File: src/rtl/core/block_gradient_orientation_score_assert.svh
// Assertion helpers shared by the scorer RTL.
`ifndef BLOCK_GRADIENT_ORIENTATION_SCORE_ASSERT_SVH
`define BLOCK_GRADIENT_ORIENTATION_SCORE_ASSERT_SVH

// Antecedent implies consequent in the same cycle.
`define GOS_ASSERT_IMP(label, clk, rstn, ante, cons, msg) \
    label: assert property (@(posedge clk) disable iff (!rstn) (ante) |-> (cons)) \
        else $error(msg);

// Condition holds at every clock edge out of reset.
`define GOS_ASSERT_HOLDS(label, clk, rstn, cond, msg) \
    label: assert property (@(posedge clk) disable iff (!rstn) (cond)) \
        else $error(msg);

`endif

File: src/rtl/core/gos_pkg.sv
package gos_pkg;

    localparam int BIN_W    = 3;
    localparam int NUM_BINS = 8;
    localparam int CNT_W    = 15;
    localparam int GRAD_W   = 13;
    localparam int THR_W    = 13;
    localparam int SQ_W     = 26;

    localparam int MAX_BLOCK_PIXELS = 16384;
    // Every bin and edge counter saturates here.
    localparam logic [CNT_W-1:0] COUNT_CAP =
        CNT_W'(MAX_BLOCK_PIXELS > 32767 ? 32767 : MAX_BLOCK_PIXELS);
    localparam logic [CNT_W-1:0] PEAK_MAX = {CNT_W{1'b1}};

    // tan 22.5 and tan 67.5 in Q16
    localparam logic [14:0] TAN_22_5_Q16 = 15'd27146;
    localparam logic [17:0] TAN_67_5_Q16 = 18'd158217;

    // strong block: 20 * peak >= 13 * count
    localparam logic [4:0] STRONG_PEAK_MUL  = 5'd20;
    localparam logic [4:0] STRONG_TOTAL_MUL = 5'd13;

    localparam int S_TDATA_W  = 32;
    localparam int M_TDATA_W  = 40;
    localparam int CFG_DATA_W = 15;

    // configuration register indexes
    localparam logic CFG_MAG_THR  = 1'b0;
    localparam logic CFG_MIN_EDGE = 1'b1;

    typedef logic [CNT_W-1:0] cnt_t;
    typedef logic [BIN_W-1:0] bin_t;

    // classified pixel leaving the front end
    typedef struct packed {
        logic valid;
        logic block_end;
        logic is_edge;
        logic has_bin;
        bin_t bin;
    } cls_t;

    // one bank access per cycle: a read and a write
    typedef struct packed {
        logic rd_en;
        bin_t rd_addr;
        logic wr_en;
        bin_t wr_addr;
        cnt_t wr_data;
    } bank_req_t;

    // hand-off of a finished block to the readout engine
    typedef struct packed {
        logic start;
        bin_t dom;
        cnt_t edge_total;
    } sweep_start_t;

endpackage

File: src/rtl/core/block_gradient_orientation_score.sv
// Block gradient orientation scorer: 8-bin angle histogram over one block of pixels.
// Input channel (s_): one word per pixel, tdata holds grad_x and grad_y, tlast marks the
// block's last pixel. Output channel (m_): one word per block with the dominant bin, the
// sum of that bin and its two circular neighbors, the edge count and the strong flag.
// Configuration: cfg_wr_en writes cfg_wr_data into register cfg_index (0 magnitude
// threshold, 1 minimum edge count); write only while the block is idle.
// Throughput: one pixel word per cycle. The bin counts live in two 8-entry banks; pixels
// accumulate in one bank by read-modify-write (registered read, forwarding on back-to-back
// hits) while the readout engine sweeps the other bank, collecting the peak sum and
// clearing each entry; the result word is loaded into the output register after the sweep.
// A tlast word waits (s_tready low for it alone) while the previous block's readout is
// still busy, so blocks shorter than 14 pixels run below one word per cycle.
// Receiver stall: the result holds in the output register; accumulation continues, and
// only the next tlast word waits until the readout engine has handed off its result.
// Reset: all counts read as zero (per-entry written bits), threshold 0, minimum 500.
`include "block_gradient_orientation_score_assert.svh"

module block_gradient_orientation_score (
    input  logic                                aclk,
    input  logic                                aresetn,
    // s_tdata: [12:0] grad_x, [25:13] grad_y, [31:26] zero
    input  logic                                s_tvalid,
    output logic                                s_tready,
    input  logic [gos_pkg::S_TDATA_W-1:0]       s_tdata,
    input  logic                                s_tlast,
    // m_tdata: [2:0] dominant_bin, [17:3] peak_sum, [32:18] edge_count,
    //          [33] strong_block, [39:34] zero
    output logic                                m_tvalid,
    input  logic                                m_tready,
    output logic [gos_pkg::M_TDATA_W-1:0]       m_tdata,
    input  logic                                cfg_wr_en,
    input  logic                                cfg_index,
    input  logic [gos_pkg::CFG_DATA_W-1:0]      cfg_wr_data
);
    import gos_pkg::*;

    // configuration
    logic [SQ_W-1:0] thr_sq_reg;
    cnt_t            min_reg;

    // front end
    logic s_accept;
    cls_t cls;
    logic s1_block_end;
    logic be_in_flight;

    // accumulate stage (S3)
    logic s3_valid_reg;
    logic s3_be_reg;
    logic s3_edge_reg;
    logic s3_inc_reg;
    bin_t s3_bin_reg;
    logic s3_bank_reg;

    logic act_reg;
    cnt_t best_reg;
    bin_t dom_reg;
    cnt_t et_reg;

    logic fwd_valid_reg;
    logic fwd_bank_reg;
    bin_t fwd_bin_reg;
    cnt_t fwd_data_reg;

    logic pix_bank;
    logic pix_rd_en;
    logic pix_wr_en;
    logic fwd_hit;
    cnt_t pix_cur;
    logic pix_can_inc;
    cnt_t pix_new;
    cnt_t best_next;
    bin_t dom_next;
    cnt_t et_next;
    logic blk_close;

    // banks and readout
    bank_req_t    bank_req     [2];
    cnt_t         bank_rd_data [2];
    logic         bank_rd_wr   [2];
    logic         sw_bank;
    bank_req_t    sw_req;
    sweep_start_t sw_start;
    logic         sw_idle;

    // ---------------------------------------------------------------- config
    always_ff @(posedge aclk) begin
        if (!aresetn) begin
            thr_sq_reg <= '0;
            min_reg    <= cnt_t'(500);
        end else if (cfg_wr_en) begin
            case (cfg_index)
                CFG_MAG_THR: begin
                    thr_sq_reg <= SQ_W'(cfg_wr_data[THR_W-1:0]) *
                                  SQ_W'(cfg_wr_data[THR_W-1:0]);
                end
                CFG_MIN_EDGE: begin
                    min_reg <= cfg_wr_data;
                end
                default: begin
                    min_reg <= min_reg;
                end
            endcase
        end
    end

    // ------------------------------------------------------------- input side
    // Hold back a tlast word while an earlier block end is in flight or in readout.
    assign be_in_flight = s1_block_end || (cls.valid && cls.block_end) ||
                          (s3_valid_reg && s3_be_reg);
    assign s_tready     = !s_tlast || (!be_in_flight && sw_idle);
    assign s_accept     = s_tvalid && s_tready;

    gos_classify u_classify (
        .aclk         (aclk),
        .aresetn      (aresetn),
        .in_valid     (s_accept),
        .in_grad_x    (s_tdata[GRAD_W-1:0]),
        .in_grad_y    (s_tdata[2*GRAD_W-1:GRAD_W]),
        .in_block_end (s_tlast),
        .thr_sq       (thr_sq_reg),
        .s2           (cls),
        .s1_block_end (s1_block_end)
    );

    // ------------------------------------------------------- bank read (S2)
    // A block end leaving S3 flips the active bank this cycle, so the word
    // behind it already reads the fresh bank.
    assign blk_close = s3_valid_reg && s3_be_reg;
    assign pix_bank  = act_reg ^ blk_close;
    assign pix_rd_en = cls.valid && cls.is_edge && cls.has_bin;
    assign pix_wr_en = s3_valid_reg && s3_inc_reg;
    assign sw_bank   = ~act_reg;

    always_comb begin
        for (int k = 0; k < 2; k++) begin
            bank_req[k] = (sw_bank == 1'(k)) ? sw_req : '0;
            if (pix_rd_en && pix_bank == 1'(k)) begin
                bank_req[k].rd_en   = 1'b1;
                bank_req[k].rd_addr = cls.bin;
            end
            if (pix_wr_en && s3_bank_reg == 1'(k)) begin
                bank_req[k].wr_en   = 1'b1;
                bank_req[k].wr_addr = s3_bin_reg;
                bank_req[k].wr_data = pix_new;
            end
        end
    end

    for (genvar g = 0; g < 2; g++) begin : g_bank
        gos_bank u_bank (
            .aclk       (aclk),
            .aresetn    (aresetn),
            .req        (bank_req[g]),
            .rd_data    (bank_rd_data[g]),
            .rd_written (bank_rd_wr[g])
        );
    end

    // ------------------------------------------------- modify and write (S3)
    always_comb begin
        fwd_hit     = fwd_valid_reg && (fwd_bank_reg == s3_bank_reg) &&
                      (fwd_bin_reg == s3_bin_reg);
        // take the word written last cycle; the bank read missed it
        pix_cur     = fwd_hit ? fwd_data_reg :
                      (bank_rd_wr[s3_bank_reg] ? bank_rd_data[s3_bank_reg] : '0);
        pix_can_inc = pix_wr_en && (pix_cur < COUNT_CAP);
        pix_new     = pix_can_inc ? pix_cur + 15'd1 : pix_cur;

        // running first-largest bin: a tie moves it only to a lower index
        best_next = best_reg;
        dom_next  = dom_reg;
        if (pix_can_inc) begin
            if (pix_new > best_reg) begin
                best_next = pix_new;
                dom_next  = s3_bin_reg;
            end else if (pix_new == best_reg && s3_bin_reg < dom_reg) begin
                dom_next = s3_bin_reg;
            end
        end

        et_next = (s3_valid_reg && s3_edge_reg && et_reg < COUNT_CAP) ?
                  et_reg + 15'd1 : et_reg;
    end

    always_ff @(posedge aclk) begin
        if (!aresetn) begin
            s3_valid_reg  <= 1'b0;
            fwd_valid_reg <= 1'b0;
            act_reg       <= 1'b0;
            best_reg      <= '0;
            dom_reg       <= '0;
            et_reg        <= '0;
        end else begin
            s3_valid_reg  <= cls.valid;
            fwd_valid_reg <= pix_wr_en;
            if (blk_close) begin
                // hand the finished bank to readout and start the next block
                act_reg  <= ~act_reg;
                best_reg <= '0;
                dom_reg  <= '0;
                et_reg   <= '0;
            end else begin
                best_reg <= best_next;
                dom_reg  <= dom_next;
                et_reg   <= et_next;
            end
        end
    end

    always_ff @(posedge aclk) begin
        s3_be_reg    <= cls.block_end;
        s3_edge_reg  <= cls.is_edge;
        s3_inc_reg   <= cls.is_edge && cls.has_bin;
        s3_bin_reg   <= cls.bin;
        s3_bank_reg  <= pix_bank;
        fwd_bank_reg <= s3_bank_reg;
        fwd_bin_reg  <= s3_bin_reg;
        fwd_data_reg <= pix_new;
    end

    // ---------------------------------------------------------------- readout
    always_comb begin
        sw_start.start      = blk_close;
        sw_start.dom        = dom_next;
        sw_start.edge_total = et_next;
    end

    gos_sweep u_sweep (
        .aclk           (aclk),
        .aresetn        (aresetn),
        .start          (sw_start),
        .min_edge_count (min_reg),
        .rd_data        (bank_rd_data[sw_bank]),
        .rd_written     (bank_rd_wr[sw_bank]),
        .req            (sw_req),
        .idle           (sw_idle),
        .m_tvalid       (m_tvalid),
        .m_tready       (m_tready),
        .m_tdata        (m_tdata)
    );

    // ------------------------------------------------------------- assertions
    `GOS_ASSERT_IMP(a_close_needs_idle, aclk, aresetn, blk_close, sw_idle,
                    "block closed while readout busy")
    `GOS_ASSERT_IMP(a_bank_apart, aclk, aresetn, !sw_idle && pix_wr_en,
                    s3_bank_reg == act_reg, "pixel write hit the bank under readout")
    `GOS_ASSERT_HOLDS(a_peak_le_total, aclk, aresetn, best_reg <= et_reg,
                      "largest bin exceeds edge count")

endmodule

File: src/rtl/core/gos_bank.sv
module gos_bank (
    input  logic                aclk,
    input  logic                aresetn,
    input  gos_pkg::bank_req_t  req,
    output gos_pkg::cnt_t       rd_data,
    output logic                rd_written
);
    import gos_pkg::*;

    cnt_t                cnt_mem [NUM_BINS];
    logic [NUM_BINS-1:0] vld_reg;
    cnt_t                rd_data_reg;
    logic                rd_vld_reg;

    // read returns the old word on a same-address write
    always_ff @(posedge aclk) begin
        if (req.wr_en) begin
            cnt_mem[req.wr_addr] <= req.wr_data;
        end
        if (req.rd_en) begin
            rd_data_reg <= cnt_mem[req.rd_addr];
        end
    end

    // an entry never written reads as zero
    always_ff @(posedge aclk) begin
        if (!aresetn) begin
            vld_reg    <= '0;
            rd_vld_reg <= 1'b0;
        end else begin
            if (req.wr_en) begin
                vld_reg[req.wr_addr] <= 1'b1;
            end
            if (req.rd_en) begin
                rd_vld_reg <= vld_reg[req.rd_addr];
            end
        end
    end

    assign rd_data    = rd_data_reg;
    assign rd_written = rd_vld_reg;

endmodule

File: src/rtl/core/gos_classify.sv
module gos_classify (
    input  logic                               aclk,
    input  logic                               aresetn,
    input  logic                               in_valid,
    input  logic signed [gos_pkg::GRAD_W-1:0]  in_grad_x,
    input  logic signed [gos_pkg::GRAD_W-1:0]  in_grad_y,
    input  logic                               in_block_end,
    input  logic [gos_pkg::SQ_W-1:0]           thr_sq,
    output gos_pkg::cls_t                      s2,
    output logic                               s1_block_end
);
    import gos_pkg::*;

    // stage A: raw fields
    logic                     a_valid_reg;
    logic                     a_be_reg;
    logic signed [GRAD_W-1:0] a_gx_reg;
    logic signed [GRAD_W-1:0] a_gy_reg;

    logic [GRAD_W-1:0] a_ax;
    logic [GRAD_W-1:0] a_ay;
    logic              a_gx_pos;
    logic [SQ_W-1:0]   a_sqx;
    logic [SQ_W-1:0]   a_sqy;
    logic [26:0]       a_p22;
    logic [29:0]       a_p67;

    // stage B: products
    logic              b_valid_reg;
    logic              b_be_reg;
    logic [SQ_W-1:0]   b_sqx_reg;
    logic [SQ_W-1:0]   b_sqy_reg;
    logic [GRAD_W-1:0] b_y_reg;
    logic [GRAD_W-1:0] b_ax_reg;
    logic              b_gx_pos_reg;
    logic              b_gx_zero_reg;
    logic [26:0]       b_p22_reg;
    logic [29:0]       b_p67_reg;

    logic [SQ_W-1:0] b_sum;
    logic [29:0]     b_ysh;
    logic [29:0]     b_y30;
    logic [29:0]     b_ax30;
    bin_t            b_bin;
    logic            b_has_bin;

    always_comb begin
        a_ax = a_gx_reg[GRAD_W-1] ? GRAD_W'(-a_gx_reg) : GRAD_W'(a_gx_reg);
        a_ay = a_gy_reg[GRAD_W-1] ? GRAD_W'(-a_gy_reg) : GRAD_W'(a_gy_reg);
        // fold the angle into [0, pi): a negative gy flips the sign of gx
        a_gx_pos = a_gy_reg[GRAD_W-1] ? a_gx_reg[GRAD_W-1]
                                      : (!a_gx_reg[GRAD_W-1] && (a_gx_reg != '0));
        a_sqx = SQ_W'(a_ax) * SQ_W'(a_ax);
        a_sqy = SQ_W'(a_ay) * SQ_W'(a_ay);
        a_p22 = 27'(a_ax) * 27'(TAN_22_5_Q16);
        a_p67 = 30'(a_ax) * 30'(TAN_67_5_Q16);
    end

    always_ff @(posedge aclk) begin
        if (!aresetn) begin
            a_valid_reg <= 1'b0;
            b_valid_reg <= 1'b0;
        end else begin
            a_valid_reg <= in_valid;
            b_valid_reg <= a_valid_reg;
        end
    end

    always_ff @(posedge aclk) begin
        a_be_reg      <= in_block_end;
        a_gx_reg      <= in_grad_x;
        a_gy_reg      <= in_grad_y;
        b_be_reg      <= a_be_reg;
        b_sqx_reg     <= a_sqx;
        b_sqy_reg     <= a_sqy;
        b_y_reg       <= a_ay;
        b_ax_reg      <= a_ax;
        b_gx_pos_reg  <= a_gx_pos;
        b_gx_zero_reg <= (a_gx_reg == '0);
        b_p22_reg     <= a_p22;
        b_p67_reg     <= a_p67;
    end

    // angle bins; a value on a boundary lands in the higher bin
    always_comb begin
        b_sum     = b_sqx_reg + b_sqy_reg;
        b_ysh     = 30'({b_y_reg, 16'b0});
        b_y30     = 30'(b_y_reg);
        b_ax30    = 30'(b_ax_reg);
        b_bin     = 3'd0;
        b_has_bin = 1'b1;
        if (b_y_reg == '0) begin
            // along the x axis: angle zero, or angle pi which has no bin
            b_bin     = 3'd0;
            b_has_bin = b_gx_pos_reg;
        end else if (b_gx_pos_reg) begin
            if (b_ysh < 30'(b_p22_reg)) begin
                b_bin = 3'd0;
            end else if (b_y30 < b_ax30) begin
                b_bin = 3'd1;
            end else if (b_ysh < b_p67_reg) begin
                b_bin = 3'd2;
            end else begin
                b_bin = 3'd3;
            end
        end else if (b_gx_zero_reg) begin
            b_bin = 3'd4;
        end else begin
            if (b_ysh > b_p67_reg) begin
                b_bin = 3'd4;
            end else if (b_y30 > b_ax30) begin
                b_bin = 3'd5;
            end else if (b_ysh > 30'(b_p22_reg)) begin
                b_bin = 3'd6;
            end else begin
                b_bin = 3'd7;
            end
        end
    end

    always_comb begin
        s2.valid     = b_valid_reg;
        s2.block_end = b_be_reg;
        s2.is_edge   = (b_sum > thr_sq);
        s2.has_bin   = b_has_bin;
        s2.bin       = b_bin;
    end

    assign s1_block_end = a_valid_reg && a_be_reg;

endmodule

File: src/rtl/core/gos_sweep.sv
module gos_sweep (
    input  logic                              aclk,
    input  logic                              aresetn,
    input  gos_pkg::sweep_start_t             start,
    input  gos_pkg::cnt_t                     min_edge_count,
    input  gos_pkg::cnt_t                     rd_data,
    input  logic                              rd_written,
    output gos_pkg::bank_req_t                req,
    output logic                              idle,
    output logic                              m_tvalid,
    input  logic                              m_tready,
    output logic [gos_pkg::M_TDATA_W-1:0]     m_tdata
);
    import gos_pkg::*;

    localparam logic [1:0] SW_IDLE = 2'd0;
    localparam logic [1:0] SW_RUN  = 2'd1;
    localparam logic [1:0] SW_LAST = 2'd2;
    localparam logic [1:0] SW_DONE = 2'd3;

    logic [1:0]           state_reg;
    bin_t                 idx_reg;
    logic                 take_reg;
    bin_t                 take_idx_reg;
    bin_t                 dom_reg;
    cnt_t                 et_reg;
    logic [CNT_W+1:0]     acc_reg;
    logic                 m_valid_reg;
    logic [M_TDATA_W-1:0] m_data_reg;

    bin_t             dom_up;
    bin_t             dom_dn;
    logic             near;
    cnt_t             take_val;
    cnt_t             peak;
    logic             is_strong;
    logic             out_free;

    always_comb begin
        req         = '0;
        req.rd_en   = (state_reg == SW_RUN);
        req.wr_en   = (state_reg == SW_RUN);
        req.rd_addr = idx_reg;
        req.wr_addr = idx_reg;
        req.wr_data = '0;
    end

    always_comb begin
        dom_up    = dom_reg + 3'd1;
        dom_dn    = dom_reg - 3'd1;
        near      = (take_idx_reg == dom_reg) || (take_idx_reg == dom_up) ||
                    (take_idx_reg == dom_dn);
        take_val  = rd_written ? rd_data : '0;
        peak      = (acc_reg > (CNT_W+2)'(PEAK_MAX)) ? PEAK_MAX : acc_reg[CNT_W-1:0];
        is_strong = (et_reg > min_edge_count) &&
                    ((20'(peak) * 20'(STRONG_PEAK_MUL)) >=
                     (20'(et_reg) * 20'(STRONG_TOTAL_MUL)));
        out_free  = !m_valid_reg || m_tready;
    end

    always_ff @(posedge aclk) begin
        if (!aresetn) begin
            state_reg   <= SW_IDLE;
            take_reg    <= 1'b0;
            m_valid_reg <= 1'b0;
        end else begin
            // load a new word, or drop the old one once the receiver takes it
            if (state_reg == SW_DONE && out_free) begin
                m_valid_reg <= 1'b1;
            end else if (m_tready) begin
                m_valid_reg <= 1'b0;
            end
            case (state_reg)
                SW_IDLE: begin
                    if (start.start) begin
                        state_reg <= SW_RUN;
                    end
                end
                SW_RUN: begin
                    take_reg <= 1'b1;
                    if (idx_reg == bin_t'(NUM_BINS - 1)) begin
                        state_reg <= SW_LAST;
                    end
                end
                SW_LAST: begin
                    take_reg  <= 1'b0;
                    state_reg <= SW_DONE;
                end
                SW_DONE: begin
                    if (out_free) begin
                        state_reg <= SW_IDLE;
                    end
                end
                default: begin
                    state_reg <= SW_IDLE;
                end
            endcase
        end
    end

    always_ff @(posedge aclk) begin
        if (state_reg == SW_IDLE && start.start) begin
            idx_reg <= '0;
            dom_reg <= start.dom;
            et_reg  <= start.edge_total;
            acc_reg <= '0;
        end else begin
            if (state_reg == SW_RUN) begin
                idx_reg <= idx_reg + 3'd1;
            end
            if (take_reg && near) begin
                acc_reg <= acc_reg + (CNT_W+2)'(take_val);
            end
        end
        take_idx_reg <= idx_reg;
        if (state_reg == SW_DONE && out_free) begin
            m_data_reg <= {6'b0, is_strong, et_reg, peak, dom_reg};
        end
    end

    assign idle     = (state_reg == SW_IDLE);
    assign m_tvalid = m_valid_reg;
    assign m_tdata  = m_data_reg;

endmodule

File: config.mk
export PLATFORM = sky130hd
export DESIGN_NAME = block_gradient_orientation_score
export DESIGN_NICKNAME = d
export VERILOG_FILES = /design/src/rtl/core/gos_pkg.sv /design/src/rtl/core/block_gradient_orientation_score.sv /design/src/rtl/core/gos_bank.sv /design/src/rtl/core/gos_classify.sv /design/src/rtl/core/gos_sweep.sv
export VERILOG_INCLUDE_DIRS = /design/src /design/src/rtl/core
export SDC_FILE = /design/constraint.sdc
export NUM_CORES = 2
export LEC_CHECK = 0
export BUFFER_PORTS_ARGS = -buffer_cell sky130_fd_sc_hd__buf_2
export CAP_MARGIN = 20
export CORE_MARGIN = 10
export CORE_UTILIZATION = 40
export DETAILED_ROUTE_END_ITERATION = 12
export GPL_TIMING_DRIVEN = 0
export PLACE_DENSITY = 0.68
export SYNTH_ARGS = -nofsm -noshare
export SYNTH_HDL_FRONTEND = slang
export SYNTH_SLANG_ARGS = --single-unit
File: constraint.sdc
create_clock -name aclk -period 7.01 [get_ports aclk]
set_input_delay 1.402 -clock aclk [delete_from_list [all_inputs] [get_ports aclk]]
set_output_delay 1.402 -clock aclk [all_outputs]
set_load 0.01 [all_outputs]
* Yosys cells after proc, flatten, opt, wreduce, memory -nomap -nowiden
Memories as Yosys holds them, arrays and structs flattened. A register that Yosys moved wholly into a read port is not among the register bits. Index checks and enable logic that the tools add are counted.
Word-level totals: register bits 366, memory bits (writable) 240, input bits 54, output and inout bits 42, logic and storage cells 212, memories 2
Operators by class: add/sub/neg operators 9, multiply operators 7, order comparisons 22, equality and inequality tests 13, multiplexer cells 59, bitwise gates (word level) 10, reductions and logical operators 47
Memory list:
- g_bank[0].u_bank.cnt_mem | depth 8, width 15, rd ports 1, clocked after Yosys merged registers in 1, wr ports 1, RTL line gos_bank.sv:10 | cnt_t cnt_mem [NUM_BINS];
- g_bank[1].u_bank.cnt_mem | depth 8, width 15, rd ports 1, clocked after Yosys merged registers in 1, wr ports 1, RTL line gos_bank.sv:10
Operators with widths (count):
- $mux W15 | 12
- $mul A13 B13 Y26 | 3
- $mux W23 | 2
- $mux W19 | 2
- $add A15 B1 Y15 const B | 2
- $gt A15 B15 Y1 | 2
- $gt A29 B30 Y1 | 1
- $lt A15 B15 Y1 const B | 2
- $lt A29 B30 Y1 | 1
- $mul A13 B18 Y30 const B | 1
- $mux W3 | 10
- $gt A29 B27 Y1 | 1
- $lt A29 B27 Y1 | 1
- $add A26 B26 Y26 | 1
- $gt A26 B26 Y1 | 1
- $logic_and A1 B1 Y1 | 26
- $logic_not A13 Y1 | 2
- $mul A13 B14 Y26 const B | 1
- $mux W13 | 2
- $neg A13 Y13 | 2
- $ge A20 B19 Y1 | 1
- $mux W1 | 20
- $mul A15 B4 Y19 const B | 1
- $mul A15 B3 Y18 const B | 1
- 36 further kinds | 69

* Longest topological paths before layout
depth after elaboration 15, depth in mapped cells 29, depth with buffers taken out 28

* Modules after synthesis
From an unflattened synthesis, not the netlist that was laid out.
Second synthesis, totals: cells, all modules 4582, area, all modules 47932.2 µm²
Modules (own cells, without submodules):
- gos_classify | instances 1, cells an instance 2144, area each 20078.0 µm², seq. area each 3143.0 µm²
- gos_bank | instances 2, cells an instance 227, area each 5412.7 µm², seq. area each 4234.1 µm²
- block_gradient_orientation_score | instances 1, cells an instance 1274, area each 10282.4 µm², seq. area each 2042.0 µm²
- gos_sweep | instances 1, cells an instance 710, area each 6746.5 µm², seq. area each 2102.0 µm²

* Worst setup path before layout
OpenSTA, ideal clock, no wires.
path type flip-flop to flip-flop, from register u_classify.a_gx_reg[0], to register u_classify.b_sqx_reg[24], library setup time 0.118 ns, arrival time 6.984 ns, data required time 6.892 ns, slack -0.092 ns, cell stages (with the launch flop) 27, path buffers 1, path through dfxtp_1 > clkbuf_1 > inv_1 > ha_1 > nand2b_1 > xnor2_1 > inv_1 > nor2_1 > fa_1 > inv_1 > fa_1 > inv_1 > fa_1 > inv_1 > fa_1 > fa_1 > inv_1 > ha_1 > o21a_1 > o31ai_1 > a21oi_1 > a41oi_1 > a2111oi_0 > nor3_1 > o31ai_1 > a21oi_1 > xnor2_1
On the way: longest elaborated chain between the ends 3
Ends and longest elaborated chain:
- start, declared | RTL line gos_classify.sv:17 | logic signed [GRAD_W-1:0] a_gx_reg;
- start signal, assigned | RTL line gos_classify.sv:71 | a_gx_reg <= in_grad_x;
- $neg A13 Y13 | RTL line gos_classify.sv:48 | a_ax = a_gx_reg[GRAD_W-1] ? GRAD_W'(-a_gx_reg) : GRAD_W'(a_gx_reg);
- $mux W13 | RTL line gos_classify.sv:48
- named net u_classify.a_ax[2] | RTL line gos_classify.sv:20 | logic [GRAD_W-1:0] a_ax;
- $mul A13 B13 Y26 | RTL line gos_classify.sv:53 | a_sqx = SQ_W'(a_ax) * SQ_W'(a_ax);
- named net u_classify.a_sqx[24] | RTL line gos_classify.sv:23 | logic [SQ_W-1:0] a_sqx;
- end signal, assigned | RTL line gos_classify.sv:74 | b_sqx_reg <= a_sqx;
- end, declared | RTL line gos_classify.sv:31 | logic [SQ_W-1:0] b_sqx_reg;
The timed path passes the listed nets, and every way through them passes these cells. A chain may end at the register's enable or synchronous reset.

* Final worst setup path
from register u_classify.a_gx_reg[1], to register u_classify.b_sqx_reg[23]
Same word-level chain as after synthesis.

==> results.txt <==
The count of input and output buffers is 83, and the number of max-slew violations in the final report is 0. In this run, synthesis inferred 322 flip-flops with an integrated enable. The congestion estimate from routability-driven global placement came to 0.900. In this run the worst setup path terminates at u_classify.b_sqx_reg[23]. Summed over all nets, the half-perimeter wirelength after detailed placement is 89.8 mm. The most repeated library cell on the critical path was sky130_fd_sc_hd__fa_1. The number of cell rows is 125, and the sum of negative setup slack is 0 ns.

The tools report the total count of hold-check failures in the final report as 0. The most critical setup path has its startpoint at u_classify.a_gx_reg[1]. The run gives 626 as the total number of clock tree sinks. The endpoint identified for the worst register-to-register timing path is u_classify.b_sqx_reg[23]. Pin placement for this block handled 96 I/O pins. Dividing the detail-routed wire length by the instance count gives 17.8 µm. For this run, the number of standard cells in the final layout without fillers is 6410. The fraction of the yosys area taken by sequential cells is 0.337. The tools report the worst IR drop on VDD as 0.614 mV. In the synthesized netlist the dominant register cell turns out to be sky130_fd_sc_hd__edfxtp_1. The delay of the slowest cell on the worst path was 0.58 ns.

After technology mapping, the gate count stands at 4560. For the number of cells in the design after placement, the log shows 6211. The final cycle utilization of the critical path was 0.980; the detailed router's first-iteration violation count was 2068. The logs give 5835 for the net count of the finished layout and 3 for the initial antenna violation count.

The number of buffers added by the clock tree synthesis step is 72. The startpoint identified for the worst register-to-register timing path is u_classify.a_gx_reg[1]. For this run, design rule violations remaining after detail routing come to 0. Cell accounting for the most synthesized area: sky130_fd_sc_hd__edfxtp_1. Cell area power density: 483 mW/mm². The run finished with clean final reports. Top cell type's share of synthesized area: 0.207. Across the whole layout, storage elements account for 0.0158 mm². For the maximum buffer depth of the clock tree, the log shows 3.

The first-pass GRT wire length came out at 183 mm. The die boundary height came out at 362 µm. The leakage dissipation was 0.0248 µW. The run gives 25800 µW as the total power.

TritonCTS built the clock tree. The effective utilization at floorplan was 0.403; the global routing usage summed across all routing layers was 0.174. The logs give 7.54 ns for the required time of the critical path and 0 for the yosys synthesis warning count. The fraction of synthesis flops using an asynchronous set or reset pin came out at 0. The proportion of layout cells with a drive suffix above 1 is 0.108, and the flop-to-flop setup slack is 0.14 ns. The worst hold path belongs to the class reg -> reg. Entering global routing, the biggest net connects 33 pins. Counting the fill cells in the layout gives 10700.

At the pin with the least slew margin, the transition time is 1.14 ns. The H-tree was split into 3 levels. Startpoint type of the worst setup path: a flop. Setup repair after global routing could not meet its margin everywhere.

The synthesis-to-layout area growth was 14.1%; the number of global-route vias before repair was 33900. Across the routed clock network, the largest skew measured is 0.0295 ns. The routed design has 114 mm of wire. The highest fanout seen on the critical path is 7, and the utilization of the core after routing is 0.459.

In the final layout, the multi-input gates occupy 0.0285 mm². The tightest slew margin relative to the limit is 0.221, and the area of the placeable core is 0.116 mm². In this run the remaining antenna-violating nets after routing total 0. Yosys attributes the largest share of cell area to sky130_fd_sc_hd__edfxtp_1, sky130_fd_sc_hd__fa_1, sky130_fd_sc_hd__ha_1, sky130_fd_sc_hd__dfxtp_1, sky130_fd_sc_hd__inv_1. The later pin in the worst-skew pair is clocked with a latency of 0.64 ns. The distinct cell type count after synthesis came out at 85. After synthesis the cells add up to 0.0468 mm².

Clock-pin slew was measured on the worst setup and hold paths at 0.06 ns. STA classifies the critical path endpoint as a flop. The slowest stage of the critical path belongs to the cell sky130_fd_sc_hd__fa_1.

Average via count per standard cell: 5.12. Across the run, the number of max-cap violations was 0. The tools report the residual overflow from global routing as 0. The register with the most flip-flops in the layout has 240 of them. The die footprint was 0.131 mm². The critical path in this run is classified as reg -> reg.

A synthesized cell averages 10.3 µm². The depth of the most critical reg-to-reg path was 25; the count of endpoints failing setup in the final report was 0. The width of the die is 362 µm. Data on the critical path arrives at its endpoint at 7.40 ns.

The total of flip-flops plus latches after synthesis came out at 626. The total number of vias is 32800, and the final critical delay including setup and external delays is 6.87 ns. The number of detailed-route iterations in the first pass came out at 6. For the highest clock rate, the log shows 0.146 GHz. The buffer type at the clock tree root was sky130_fd_sc_hd__clkbuf_16.
==> routing by layer <==
| metal | GRT usage | vias to the layer above | share of wire |
|---|---|---|---|
| met5 | 0 | - | 0.00024 |
| met4 | 0.0568 | 4 | 0.034 |
| met3 | 0.0292 | 197 | 0.062 |
| met2 | 0.293 | 900 | 0.47 |
| met1 | 0.225 | 15900 | 0.43 |
| li1 | - | 15800 | - |
==> worst max-delay path: cells and delay by family (launching register included) <==
family / cells / cell delay, ns
buffers and inverters: 6 / 0.76
and+or+nand+nor: 6 / 0.79
AOI/OAI and AO/OA: 4 / 0.95
DFF: 1 / 0.54
xor gates and xnor gates: 2 / 0.48
adders and majority gates: 7 / 3.24
==> power breakdown <==
part	total [µW]	leakage, µW	internal [µW]	switching [µW]
Sequential	4960	0.00579	4620	338
Combinational	17000	0.0178	7360	9650
Clock	3810	0.00118	2230	1580
==> through the flow <==
stage / hold slack [ns] / worst slack (ns) / area, µm²
2_1_floorplan: 0.331 / 0.0846 / 46900
3_3_place_gp: 0.341 / -2.91 / 49200
3_5_place_dp: 0.343 / -2.15 / 49600
4_1_cts: 0.353 / -0.00122 / 53000
5_1_grt: 0.361 / -0.0425 / 53400
6_report: 0.352 / 0.140 / 53400
==> cells by family (layout without fill, tap and decap cells) <==
group | after synthesis | after routing | share of synthesized area
muxes | 187 | 187 | 0.0407
DFF | 626 | 626 | 0.337
adders and majority gates | 953 | 953 | 0.314
other | 2 | 24 | 0.000160
xor gates and xnor gates | 224 | 224 | 0.0422
AOI/OAI and AO/OA | 590 | 590 | 0.0823
buffers and inverters | 891 | 1195 | 0.0731
and+or+nand+nor | 1087 | 1087 | 0.111
==> synthesized netlist by cell type (all sizes together), types with 46 or more instances <==
cell	count
clkbuf	79
dfxtp	304
a21o	47
nor2	333
xnor2	147
a21oi	170
inv	783
xor2	77
a211oi	46
fa	367
nand3	78
o21ai	107
nand2	279
nor2b	53
edfxtp	322
and2	71
ha	586
nor3	70
mux2i	162
==> worst min path at each step <==
stage                                    from                   to  slack, ns  depth (start not counted)
after CTS                 u_classify.a_be_reg  u_classify.b_be_reg       0.35                          0
after global placement    u_classify.a_be_reg  u_classify.b_be_reg       0.34                          0
after detailed placement  u_classify.b_be_reg            s3_be_reg       0.34                          0
after global routing      u_classify.b_be_reg            s3_be_reg       0.36                          0
after floorplan           u_classify.a_be_reg  u_classify.b_be_reg       0.33                          0
final                     u_classify.b_be_reg            s3_be_reg       0.35                          0
==> what timing repair did <==
item / CTS / global route
resized for setup: 103 / 75
hold buffers: 0 / 0
setup endpoints to repair: 79 / 53
setup buffers: 54 / 18
pin swaps: 43 / 30
==> cell usage in the layout, fill, tap and decap left out, types with 66 or more instances in the layout <==
| cell type | instances |
|---|---|
| sky130_fd_sc_hd__inv_1 | 762 |
| sky130_fd_sc_hd__ha_1 | 574 |
| sky130_fd_sc_hd__fa_1 | 367 |
| sky130_fd_sc_hd__edfxtp_1 | 322 |
| sky130_fd_sc_hd__nor2_1 | 310 |
| sky130_fd_sc_hd__dfxtp_1 | 298 |
| sky130_fd_sc_hd__nand2_1 | 275 |
| sky130_fd_sc_hd__a21oi_1 | 165 |
| sky130_fd_sc_hd__mux2i_1 | 160 |
| sky130_fd_sc_hd__xnor2_1 | 130 |
| sky130_fd_sc_hd__o21ai_0 | 96 |
| sky130_fd_sc_hd__buf_2 | 92 |
| sky130_fd_sc_hd__nand3_1 | 77 |
| sky130_fd_sc_hd__buf_4 | 76 |
| sky130_fd_sc_hd__clkbuf_16 | 73 |
| sky130_fd_sc_hd__xor2_1 | 69 |
| sky130_fd_sc_hd__and2_1 | 69 |
| sky130_fd_sc_hd__clkbuf_1 | 69 |
| sky130_fd_sc_hd__nor3_1 | 66 |
==> layout make-up <==
class,count,area share
sequential,626,0.295
clock inverter,38,0.00762
inverter,785,0.0559
clock buffer,93,0.0374
antenna,1,0.0000469
multi-input combinational,3064,0.534
tap,1524,0.0357
timing repair buffer,178,0.0248
buffer,101,0.00933
Power figures use the tool's default switching activity.
